`config.mk`:
```
export PLATFORM = sky130hd
export DESIGN_NAME = byte_stuffed_frame_receiver_flat
export DESIGN_NICKNAME = d
export VERILOG_FILES = /design/src/rtl/core/bsfr_pkg.sv /design/src/rtl/core/bsfr_rx_if.sv /design/src/rtl/core/bsfr_frame_if.sv /design/src/rtl/core/bsfr_front.sv /design/src/rtl/core/bsfr_cmd_queue.sv /design/src/rtl/core/bsfr_back.sv /design/src/rtl/core/byte_stuffed_frame_receiver.sv /design/src/flat_wrapper.sv
export SDC_FILE = /design/constraint.sdc
export NUM_CORES = 1
export LEC_CHECK = 0
export BUFFER_PORTS_ARGS = -buffer_cell sky130_fd_sc_hd__buf_2
export CORE_MARGIN = 1
export CORE_UTILIZATION = 45
export CTS_BUF_LIST = sky130_fd_sc_hd__clkbuf_8
export CTS_CLUSTER_DIAMETER = 200
export CTS_CLUSTER_SIZE = 10
export DETAILED_ROUTE_END_ITERATION = 12
export GPL_TIMING_DRIVEN = 0
export SLEW_MARGIN = 15
export SYNTH_ARGS = -nofsm -noshare
export SYNTH_HDL_FRONTEND = slang
export SYNTH_SLANG_ARGS = --single-unit
export TNS_END_PERCENT = 1
```
`constraint.sdc`:
```
create_clock -name i_clk -period 2.1 [get_ports i_clk]
set_input_delay 0.21 -clock i_clk [delete_from_list [all_inputs] [get_ports i_clk]]
set_output_delay 0.21 -clock i_clk [all_outputs]
set_load 0.005 [all_outputs]
```
`src/rtl/core/bsfr_pkg.sv`:
```
// Package for the byte-stuffed frame receiver.
// Holds the shared sizes, register indexes and the front-to-back command type.
// No dependencies.
`default_nettype none

package bsfr_pkg;

    // Payload store depth and the widths that follow from it
    localparam int MAX_FRAME_BYTES = 64;
    localparam int IDX_W           = (MAX_FRAME_BYTES > 1) ? $clog2(MAX_FRAME_BYTES) : 1;
    localparam int CNT_W           = $clog2(MAX_FRAME_BYTES + 1);

    // Reset values of the code registers
    localparam logic [7:0] START_CODE_RST  = 8'd126;
    localparam logic [7:0] ESCAPE_CODE_RST = 8'd125;

    // Configuration register indexes
    localparam logic CFG_START_CODE  = 1'b0;
    localparam logic CFG_ESCAPE_CODE = 1'b1;

    // Command kinds passed from the parser to the store
    typedef enum logic {
        CMD_STORE = 1'b0,
        CMD_CLOSE = 1'b1
    } t_cmd_kind;

    typedef struct packed {
        t_cmd_kind  kind;
        logic [7:0] data;
    } t_cmd;

endpackage

`default_nettype wire

```
`src/rtl/core/bsfr_rx_if.sv`:
```
// Input channel of the frame receiver: one raw link byte per item.
// No dependencies.
`default_nettype none

interface bsfr_rx_if;
    logic       valid;
    logic       ready;
    logic [7:0] rx_byte;

    modport source (output valid, output rx_byte, input ready);
    modport sink   (input valid, input rx_byte, output ready);
endinterface

`default_nettype wire

```
`src/rtl/core/bsfr_frame_if.sv`:
```
// Output channel of the frame receiver: one payload byte per item.
// No dependencies.
`default_nettype none

interface bsfr_frame_if;
    logic       valid;
    logic       ready;
    logic [7:0] payload_byte;
    logic       is_last;
    logic       status;

    modport source (output valid, output payload_byte, output is_last, output status,
                    input ready);
    modport sink   (input valid, input payload_byte, input is_last, input status,
                    output ready);
endinterface

`default_nettype wire

```
`src/rtl/core/bsfr_front.sv`:
```
// Front end: tracks the framing mode and turns link bytes into store/close commands.
// Depends on bsfr_pkg and bsfr_rx_if.
`default_nettype none

module bsfr_front (
    input  wire logic          i_clk,
    input  wire logic          i_rst_n,
    input  wire logic [7:0]    i_start_code,
    input  wire logic [7:0]    i_escape_code,
    bsfr_rx_if.sink            rx,
    input  wire logic          i_q_full,
    output bsfr_pkg::t_cmd     o_cmd,
    output logic               o_push
);

    typedef enum logic [1:0] {
        ST_IDLE    = 2'd0,
        ST_FRAME   = 2'd1,
        ST_ESCAPED = 2'd2
    } t_mode;

    t_mode r_mode;
    t_mode n_mode;
    logic  accept;

    assign rx.ready = !i_q_full;
    assign accept   = rx.valid && !i_q_full;

    // Classify the byte against the current mode
    always_comb begin
        n_mode      = r_mode;
        o_push      = 1'b0;
        o_cmd.kind  = bsfr_pkg::CMD_STORE;
        o_cmd.data  = rx.rx_byte;
        if (accept) begin
            unique case (r_mode)
                ST_FRAME: begin
                    if (rx.rx_byte == i_escape_code) begin
                        n_mode = ST_ESCAPED;
                    end else if (rx.rx_byte == i_start_code) begin
                        o_push     = 1'b1;
                        o_cmd.kind = bsfr_pkg::CMD_CLOSE;
                    end else begin
                        o_push = 1'b1;
                    end
                end
                ST_ESCAPED: begin
                    n_mode = ST_FRAME;
                    o_push = 1'b1;
                end
                default: begin
                    n_mode = (rx.rx_byte == i_start_code) ? ST_FRAME : ST_IDLE;
                end
            endcase
        end
    end

    // Mode register
    always_ff @(posedge i_clk) begin
        if (!i_rst_n) begin
            r_mode <= ST_IDLE;
        end else begin
            r_mode <= n_mode;
        end
    end

endmodule

`default_nettype wire

```
`src/rtl/core/bsfr_cmd_queue.sv`:
```
// Two-entry command queue between the parser and the payload store.
// Depends on bsfr_pkg.
`default_nettype none

module bsfr_cmd_queue (
    input  wire logic           i_clk,
    input  wire logic           i_rst_n,
    input  wire logic           i_push,
    input  wire bsfr_pkg::t_cmd i_cmd,
    output logic                o_full,
    output logic                o_valid,
    output bsfr_pkg::t_cmd      o_cmd,
    input  wire logic           i_pop
);

    bsfr_pkg::t_cmd r_slot [2];
    logic           r_wr_ptr;
    logic           r_rd_ptr;
    logic [1:0]     r_count;

    assign o_full  = (r_count == 2'd2);
    assign o_valid = (r_count != 2'd0);
    assign o_cmd   = r_slot[r_rd_ptr];

    // Slot storage
    always_ff @(posedge i_clk) begin
        if (i_push) begin
            r_slot[r_wr_ptr] <= i_cmd;
        end
    end

    // Pointers and count
    always_ff @(posedge i_clk) begin
        if (!i_rst_n) begin
            r_wr_ptr <= 1'b0;
            r_rd_ptr <= 1'b0;
            r_count  <= 2'd0;
        end else begin
            if (i_push) begin
                r_wr_ptr <= !r_wr_ptr;
            end
            if (i_pop) begin
                r_rd_ptr <= !r_rd_ptr;
            end
            r_count <= r_count + {1'b0, i_push} - {1'b0, i_pop};
        end
    end

    a_no_push_full: assert property (@(posedge i_clk) disable iff (!i_rst_n)
        i_push |-> !o_full) else $error("push into full command queue");
    a_no_pop_empty: assert property (@(posedge i_clk) disable iff (!i_rst_n)
        i_pop |-> o_valid) else $error("pop from empty command queue");
    a_count_range: assert property (@(posedge i_clk) disable iff (!i_rst_n)
        r_count != 2'd3) else $error("command queue count out of range");

endmodule

`default_nettype wire

```
`src/rtl/core/bsfr_back.sv`:
```
// Back end: payload store, fill count and the drain pipeline to the output channel.
// Depends on bsfr_pkg and bsfr_frame_if.
`default_nettype none

module bsfr_back (
    input  wire logic           i_clk,
    input  wire logic           i_rst_n,
    input  wire logic           i_q_valid,
    input  wire bsfr_pkg::t_cmd i_q_cmd,
    output logic                o_pop,
    bsfr_frame_if.source        frame
);

    localparam int IDX_W = bsfr_pkg::IDX_W;
    localparam int CNT_W = bsfr_pkg::CNT_W;

    logic [7:0]       r_store [bsfr_pkg::MAX_FRAME_BYTES];
    logic [CNT_W-1:0] r_fill;
    logic             r_draining;
    logic             r_drain_status;
    logic [IDX_W-1:0] r_drain_idx;

    // Read stage and output register
    logic [7:0]       r_rd_data;
    logic             r_s1_valid;
    logic             r_s1_last;
    logic             r_s1_status;
    logic             r_o_valid;
    logic [7:0]       r_o_byte;
    logic             r_o_last;
    logic             r_o_status;

    logic             s1_move;
    logic             rd_issue;
    logic             drain_last;
    logic             store_room;
    logic             wr_en;

    assign o_pop      = i_q_valid && !r_draining;
    assign store_room = (r_fill < CNT_W'(bsfr_pkg::MAX_FRAME_BYTES));
    assign wr_en      = o_pop && (i_q_cmd.kind == bsfr_pkg::CMD_STORE) && store_room;

    assign s1_move    = r_s1_valid && (!r_o_valid || frame.ready);
    assign rd_issue   = r_draining && (!r_s1_valid || s1_move);
    assign drain_last = ((CNT_W'(r_drain_idx) + 1'b1) == r_fill);

    assign frame.valid        = r_o_valid;
    assign frame.payload_byte = r_o_byte;
    assign frame.is_last      = r_o_last;
    assign frame.status       = r_o_status;

    // Payload store: written by store commands, read while draining
    always_ff @(posedge i_clk) begin
        if (wr_en) begin
            r_store[r_fill[IDX_W-1:0]] <= i_q_cmd.data;
        end
        if (rd_issue) begin
            r_rd_data <= r_store[r_drain_idx];
        end
    end

    // Fill count and drain control
    always_ff @(posedge i_clk) begin
        if (!i_rst_n) begin
            r_fill         <= '0;
            r_draining     <= 1'b0;
            r_drain_status <= 1'b0;
            r_drain_idx    <= '0;
        end else if (r_draining) begin
            if (rd_issue) begin
                if (drain_last) begin
                    r_draining  <= 1'b0;
                    r_fill      <= '0;
                    r_drain_idx <= '0;
                end else begin
                    r_drain_idx <= r_drain_idx + 1'b1;
                end
            end
        end else if (o_pop) begin
            unique case (i_q_cmd.kind)
                bsfr_pkg::CMD_CLOSE: begin
                    // empty frame emits nothing
                    if (r_fill != '0) begin
                        r_draining     <= 1'b1;
                        r_drain_status <= 1'b0;
                    end
                end
                default: begin
                    if (store_room) begin
                        r_fill <= r_fill + 1'b1;
                    end else begin
                        // overflow: emit the full store, drop this byte
                        r_draining     <= 1'b1;
                        r_drain_status <= 1'b1;
                    end
                end
            endcase
        end
    end

    // Read stage flags
    always_ff @(posedge i_clk) begin
        if (!i_rst_n) begin
            r_s1_valid <= 1'b0;
        end else if (rd_issue) begin
            r_s1_valid <= 1'b1;
        end else if (s1_move) begin
            r_s1_valid <= 1'b0;
        end
    end

    always_ff @(posedge i_clk) begin
        if (rd_issue) begin
            r_s1_last   <= drain_last;
            r_s1_status <= r_drain_status;
        end
    end

    // Output register
    always_ff @(posedge i_clk) begin
        if (!i_rst_n) begin
            r_o_valid <= 1'b0;
        end else if (s1_move) begin
            r_o_valid <= 1'b1;
        end else if (frame.ready) begin
            r_o_valid <= 1'b0;
        end
    end

    always_ff @(posedge i_clk) begin
        if (s1_move) begin
            r_o_byte   <= r_rd_data;
            r_o_last   <= r_s1_last;
            r_o_status <= r_s1_status;
        end
    end

    a_drain_nonempty: assert property (@(posedge i_clk) disable iff (!i_rst_n)
        r_draining |-> (r_fill != '0)) else $error("drain started on empty store");
    a_fill_bound: assert property (@(posedge i_clk) disable iff (!i_rst_n)
        r_fill <= CNT_W'(bsfr_pkg::MAX_FRAME_BYTES)) else $error("fill count overrun");
    a_issue_loads: assert property (@(posedge i_clk) disable iff (!i_rst_n)
        rd_issue |=> r_s1_valid) else $error("read stage lost an issued read");
    a_last_ends: assert property (@(posedge i_clk) disable iff (!i_rst_n)
        (rd_issue && drain_last) |=> (!r_draining && r_fill == '0))
        else $error("drain did not end after last byte");

endmodule

`default_nettype wire

```
`src/rtl/core/byte_stuffed_frame_receiver.sv`:
```
// Top level of the byte-stuffed frame receiver: code registers, parser, queue, store.
// Depends on bsfr_pkg, bsfr_rx_if, bsfr_frame_if, bsfr_front, bsfr_cmd_queue, bsfr_back.
//
//   channel   dir   handshake          payload
//   i_rx      in    valid/ready        rx_byte[7:0]
//   o_frame   out   valid/ready        payload_byte[7:0], is_last, status
//   i_cfg_*   in    write enable only  idx 0 start_code, idx 1 escape_code
//
// A link byte is taken whenever the two-entry command queue has room.
// A drained run leaves at one byte per cycle while o_frame is ready; after its closing command
// reaches the store, each byte passes the store read, the read stage and the output register.
// While a run drains, the store takes no command, so the queue fills and i_rx stalls.
// Reset is synchronous; the payload store is not cleared, only the fill count.
`default_nettype none

module byte_stuffed_frame_receiver (
    input  wire logic        i_clk,
    input  wire logic        i_rst_n,
    input  wire logic        i_cfg_we,
    input  wire logic        i_cfg_idx,
    input  wire logic [7:0]  i_cfg_data,
    bsfr_rx_if.sink          i_rx,
    bsfr_frame_if.source     o_frame
);

    logic [7:0]     r_start_code;
    logic [7:0]     r_escape_code;
    bsfr_pkg::t_cmd push_cmd;
    logic           push;
    logic           q_full;
    logic           q_valid;
    bsfr_pkg::t_cmd q_cmd;
    logic           pop;

    // Code registers
    always_ff @(posedge i_clk) begin
        if (!i_rst_n) begin
            r_start_code  <= bsfr_pkg::START_CODE_RST;
            r_escape_code <= bsfr_pkg::ESCAPE_CODE_RST;
        end else if (i_cfg_we) begin
            unique case (i_cfg_idx)
                bsfr_pkg::CFG_START_CODE:  r_start_code  <= i_cfg_data;
                bsfr_pkg::CFG_ESCAPE_CODE: r_escape_code <= i_cfg_data;
                default: ;
            endcase
        end
    end

    bsfr_front u_front (
        .i_clk         (i_clk),
        .i_rst_n       (i_rst_n),
        .i_start_code  (r_start_code),
        .i_escape_code (r_escape_code),
        .rx            (i_rx),
        .i_q_full      (q_full),
        .o_cmd         (push_cmd),
        .o_push        (push)
    );

    bsfr_cmd_queue u_queue (
        .i_clk   (i_clk),
        .i_rst_n (i_rst_n),
        .i_push  (push),
        .i_cmd   (push_cmd),
        .o_full  (q_full),
        .o_valid (q_valid),
        .o_cmd   (q_cmd),
        .i_pop   (pop)
    );

    bsfr_back u_back (
        .i_clk     (i_clk),
        .i_rst_n   (i_rst_n),
        .i_q_valid (q_valid),
        .i_q_cmd   (q_cmd),
        .o_pop     (pop),
        .frame     (o_frame)
    );

endmodule

`default_nettype wire

```
`src/flat_wrapper.sv`:
```
// flat-port wrapper written by rule: the top's interface ports become plain ports
module byte_stuffed_frame_receiver_flat 
  (i_clk, i_rst_n, i_cfg_we, i_cfg_idx, i_cfg_data, i_rx_valid, i_rx_rx_byte, i_rx_ready, o_frame_valid, o_frame_payload_byte, o_frame_is_last, o_frame_status, o_frame_ready);
  bsfr_rx_if i_rx_i ();
  bsfr_frame_if o_frame_i ();
  input  wire logic i_clk;
  input  wire logic i_rst_n;
  input  wire logic i_cfg_we;
  input  wire logic i_cfg_idx;
  input  wire logic [7:0] i_cfg_data;
  input wire logic [$bits(i_rx_i.valid)-1:0] i_rx_valid;
  input wire logic [$bits(i_rx_i.rx_byte)-1:0] i_rx_rx_byte;
  output wire logic [$bits(i_rx_i.ready)-1:0] i_rx_ready;
  output wire logic [$bits(o_frame_i.valid)-1:0] o_frame_valid;
  output wire logic [$bits(o_frame_i.payload_byte)-1:0] o_frame_payload_byte;
  output wire logic [$bits(o_frame_i.is_last)-1:0] o_frame_is_last;
  output wire logic [$bits(o_frame_i.status)-1:0] o_frame_status;
  input wire logic [$bits(o_frame_i.ready)-1:0] o_frame_ready;
  assign i_rx_i.valid = i_rx_valid;
  assign i_rx_i.rx_byte = i_rx_rx_byte;
  assign i_rx_ready = i_rx_i.ready;
  assign o_frame_valid = o_frame_i.valid;
  assign o_frame_payload_byte = o_frame_i.payload_byte;
  assign o_frame_is_last = o_frame_i.is_last;
  assign o_frame_status = o_frame_i.status;
  assign o_frame_i.ready = o_frame_ready;
  byte_stuffed_frame_receiver u_core (.i_clk(i_clk), .i_rst_n(i_rst_n), .i_cfg_we(i_cfg_we), .i_cfg_idx(i_cfg_idx), .i_cfg_data(i_cfg_data), .i_rx(i_rx_i), .o_frame(o_frame_i));
endmodule
```
==> flow_summary_export.csv <==
group,metric,value,unit
synthesis,synth_area_per_cell,19.2,um^2
min_path,holdCritPathClass,"input pin to register",
placed_design,io_buffers,32,
clocking,cts_tree,"yes",
synthesis,syn_area,23200,um^2
detailed_routing,vias,12300,
min_path,whs_path_depth,4,
detailed_routing,ant_nets,0,
critical_path,ff2ff_path_depth,8,
synthesis,synth-main-ff-cell,"edfxtp_1",
critical_path,rr_startpoint,"u_core.u_back.r_drain_idx[0]",
sta,slew_viol_final,0,
grt,grt_pass1_vias,12600,
synthesis,synth_area_leader_cell,"edfxtp_1",
outcome,violations,"negative setup slack",
layout,final_cells,2104,
layout,final_util,55.5,%
placed_design,gp_congestion,0.840,
detailed_routing,wl_per_cell,26.5,um
detailed_routing,drc_errors,0,
grt,antenna_found_initial,1,
floorplanning,core,50500,um^2
floorplanning,rows,82,
grt,grt-ovfl-total,0,
clocking,clk_latency,650,ps
layout,fin_nets,1433,
floorplanning,num_io_pins,34,
detailed_routing,vias_per_cell,5.84,
sta,hold_violations,0,
synthesis,syn_nets,1240,
grt,grt_util_all_layers,21.9,%
floorplanning,fp.dieH,229,um
critical_path,crit_path_max_fanout,8,
layout,seqCellArea,17300,um^2
min_path,hp-start,"i_cfg_idx",
sta,timing.hold.ws,81.8,ps
layout,n_fill_cell,3857,
layout,area_delta_synth_final,20.9,%
synthesis,ys_ff_latch,590,
synthesis,synth_cell_types,52,
clocking,clock_path_buffers,3,
sta,relSlewSlack,44.2,%
critical_path,start_kind,"register",
sta,min_period,2360,ps
min_path,holdPathEnd,"u_core.r_escape_code[1]",
synthesis,ys_warn_count,0,
job,drv_cap,0,
floorplanning,initial_core_util,45.9,%
clocking,clockRootBuffer,"clkbuf_8",
critical_path,cp_slowest_cell,"mux4_2",
placed_design,place_ws,-1230,ps
sta,fmax,424,MHz
critical_path,worstReg2RegEnd,"u_core.u_back.r_rd_data[3]",
critical_path,required,2470,ps
layout,multi_input_area,6640,um^2
synthesis,synth_top_area_share,71.3,%
placed_design,dp.cells,1914,
critical_path,critPathCaptureType,"register",
critical_path,cp.buffers_inverters,3,
synthesis,synth-edff-count,550,
sta,rsz0062_at_grt,"true",
layout,fin_area,28000,um^2
sta,fin_worst_skew,34.9,ps
placed_design,dpl_cell_area,24300,um^2
critical_path,critPathArrivalTime,2730,ps
floorplanning,die-area,52400,um^2
grt,grt_pass1_wl,83100,um
sta,worstMarginPinSlew,833,ps
detailed_routing,drt_iter0_markers,1131,
detailed_routing,drt_pass1_iterations,5,
critical_path,critPathMaxStageDelay,550,ps
critical_path,rrSetupSlack,-260,ps
placed_design,hpwl,33800,um
grt,grt_max_degree,65,
critical_path,crit_top_cell,"buf_16",
outcome,status,"finished, violations left",
layout,drive_above_1_share,37.5,%
sta,report.final.setup_viol,205,
clocking,cts.clk_slew.worst_paths,90,ps
power,powerDensity,904,nW/um^2
synthesis,syn_inst,1210,
critical_path,path_cells,"buf_12 -> buf_16 -> buf_16 -> mux4_2 -> a22oi_2 -> nand2_2 -> a21oi_2 -> a211oi_1",
synthesis,yosys-top-cells-area,"edfxtp_1 (71%), mux4_2 (12%), dfxtp_1 (3.5%)",
sta,post-route-period-util,112,%
power,power.leakage,0.00870,uW
critical_path,cpLargestDelayFamily,"multiplexers",
power,ir_drop,0.501,mV
synthesis,async_reset_ff_share,0,%
clocking,htree_levels,3,
clocking,cts.sinks,590,
synthesis,synth-seq-area-share,74.7,%
sta,fin_ws,-257,ps
floorplanning,die_w,229,um
critical_path,critPathKind,"register to register",
clocking,cts_made_buffers,68,
detailed_routing,wirelength,55800,um
-- stage by stage --
| step | TNS, ps | total power, uW |
|---|---|---|
| floorplan | -18090 | 16200 |
| finish | -18260 | 25300 |
| detailed placement | -472170 | 17500 |
| CTS | -23690 | 25400 |
| global placement | -431410 | 17400 |
| global route | -48420 | 26200 |
-- cell usage in the layout (no fill, tap or decap), types with 7 or more instances in the layout --
master / count
xor2_1: 14
buf_6: 13
nand2_2: 14
a21oi_1: 10
dfxtp_1: 37
ha_1: 8
nor2_1: 12
inv_1: 43
nand2_1: 56
buf_16: 8
mux4_2: 128
mux2_4: 9
dlygate4sd3_1: 19
nor2_4: 68
clkbuf_8: 73
buf_4: 43
buf_12: 40
buf_2: 39
clkbuf_1: 11
a21oi_2: 7
edfxtp_1: 550
a22oi_2: 19
nand3_4: 8
xnor2_1: 16
nand3_1: 19
and2_1: 8
nor2b_1: 8
-- flip-flops by register name, indices dropped and copies added (netlist names), 6 cells and up, named ones only --
name and count:
u_core.u_back.r_store 512, u_core.u_queue.r_slot 18, u_core.r_escape_code 8, u_core.r_start_code 8, u_core.u_back.frame.payload_byte 8, u_core.u_back.r_rd_data 8, u_core.u_back.r_fill 7, u_core.u_back.r_drain_idx 6
-- synth_stat cells, drive strengths merged, types with 9 or more instances --
cell type / count
mux2i: 16
edfxtp: 550
mux4: 128
dfxtp: 40
a21oi: 17
nand2: 74
a22oi: 24
xnor2: 16
inv: 18
nor2: 83
buf: 46
xor2: 14
nor2b: 9
nor3: 9
clkbuf: 18
nand3: 30
mux2: 9
-- power breakdown --
part | total, uW | internal, uW | switching (uW)
Clock | 7000 | 3140 | 3850
Combinational | 4750 | 2080 | 2670
Sequential | 13600 | 13500 | 84.8
-- repair_timing --
item	in CTS	in global routing
hold buffers	19	0
cloned	4	1
setup endpoints to repair	542	540
buffers inserted	65	3
hold endpoints to repair	38	0
pin swaps	79	15
resized for setup	283	24
-- worst min-delay path: cells and delay by family --
family | cells | cell delay [ps]
simple gates | 2 | 280
buf+inv | 1 | 100
compound gates | 1 | 60
-- worst max path at each step --
stage	startpoint	end	slack [ps]	depth (start not counted)
3_3_place_gp	register	u_core.u_back.r_store[13][5]	-1160	7
3_5_place_dp	register	u_core.u_back.r_store[13][3]	-1230	7
6_report	u_core.u_back.r_drain_idx[0]	u_core.u_back.r_rd_data[3]	-260	8
5_1_grt	u_core.u_back.r_drain_idx[0]	u_core.u_back.r_rd_data[2]	-290	7
2_1_floorplan	register	u_core.u_back.r_store[21][0]	-100	7
4_1_cts	u_core.u_back.r_drain_idx[0]	u_core.u_back.r_rd_data[7]	-240	8
-- final cells by class --
type	instances	area share, %
diodes	1	0.00893
clock inverters	25	0.335
repair buffers	124	5.18
well taps	672	3.00
multi-input cells	538	23.7
clock buffers	73	3.59
inverters	18	0.241
plain buffers	63	2.15
flip-flops and latches	590	61.8
-- kinds of logic after synthesis --
family,share of synthesized area [%]
AND/OR/NAND/NOR,4.55
adder cells (fa/ha/maj),0.432
flip-flops,74.7
multiplexers,13.6
AO/OA/AOI/OAI,3.75
buffers and inverters,1.86
XOR/XNOR,1.13
-- routing by layer --
layer | GRT usage, % | wire [um] | vias up
li1 | - | - | 5260
met1 | 30.8 | 23700 | 6463
met2 | 34.7 | 26800 | 475
met3 | 3.68 | 3770 | 87
met4 | 7.90 | 1510 | 0
met5 | 0 | 0 | -
No activity file was read; power rests on OpenSTA's default activity.
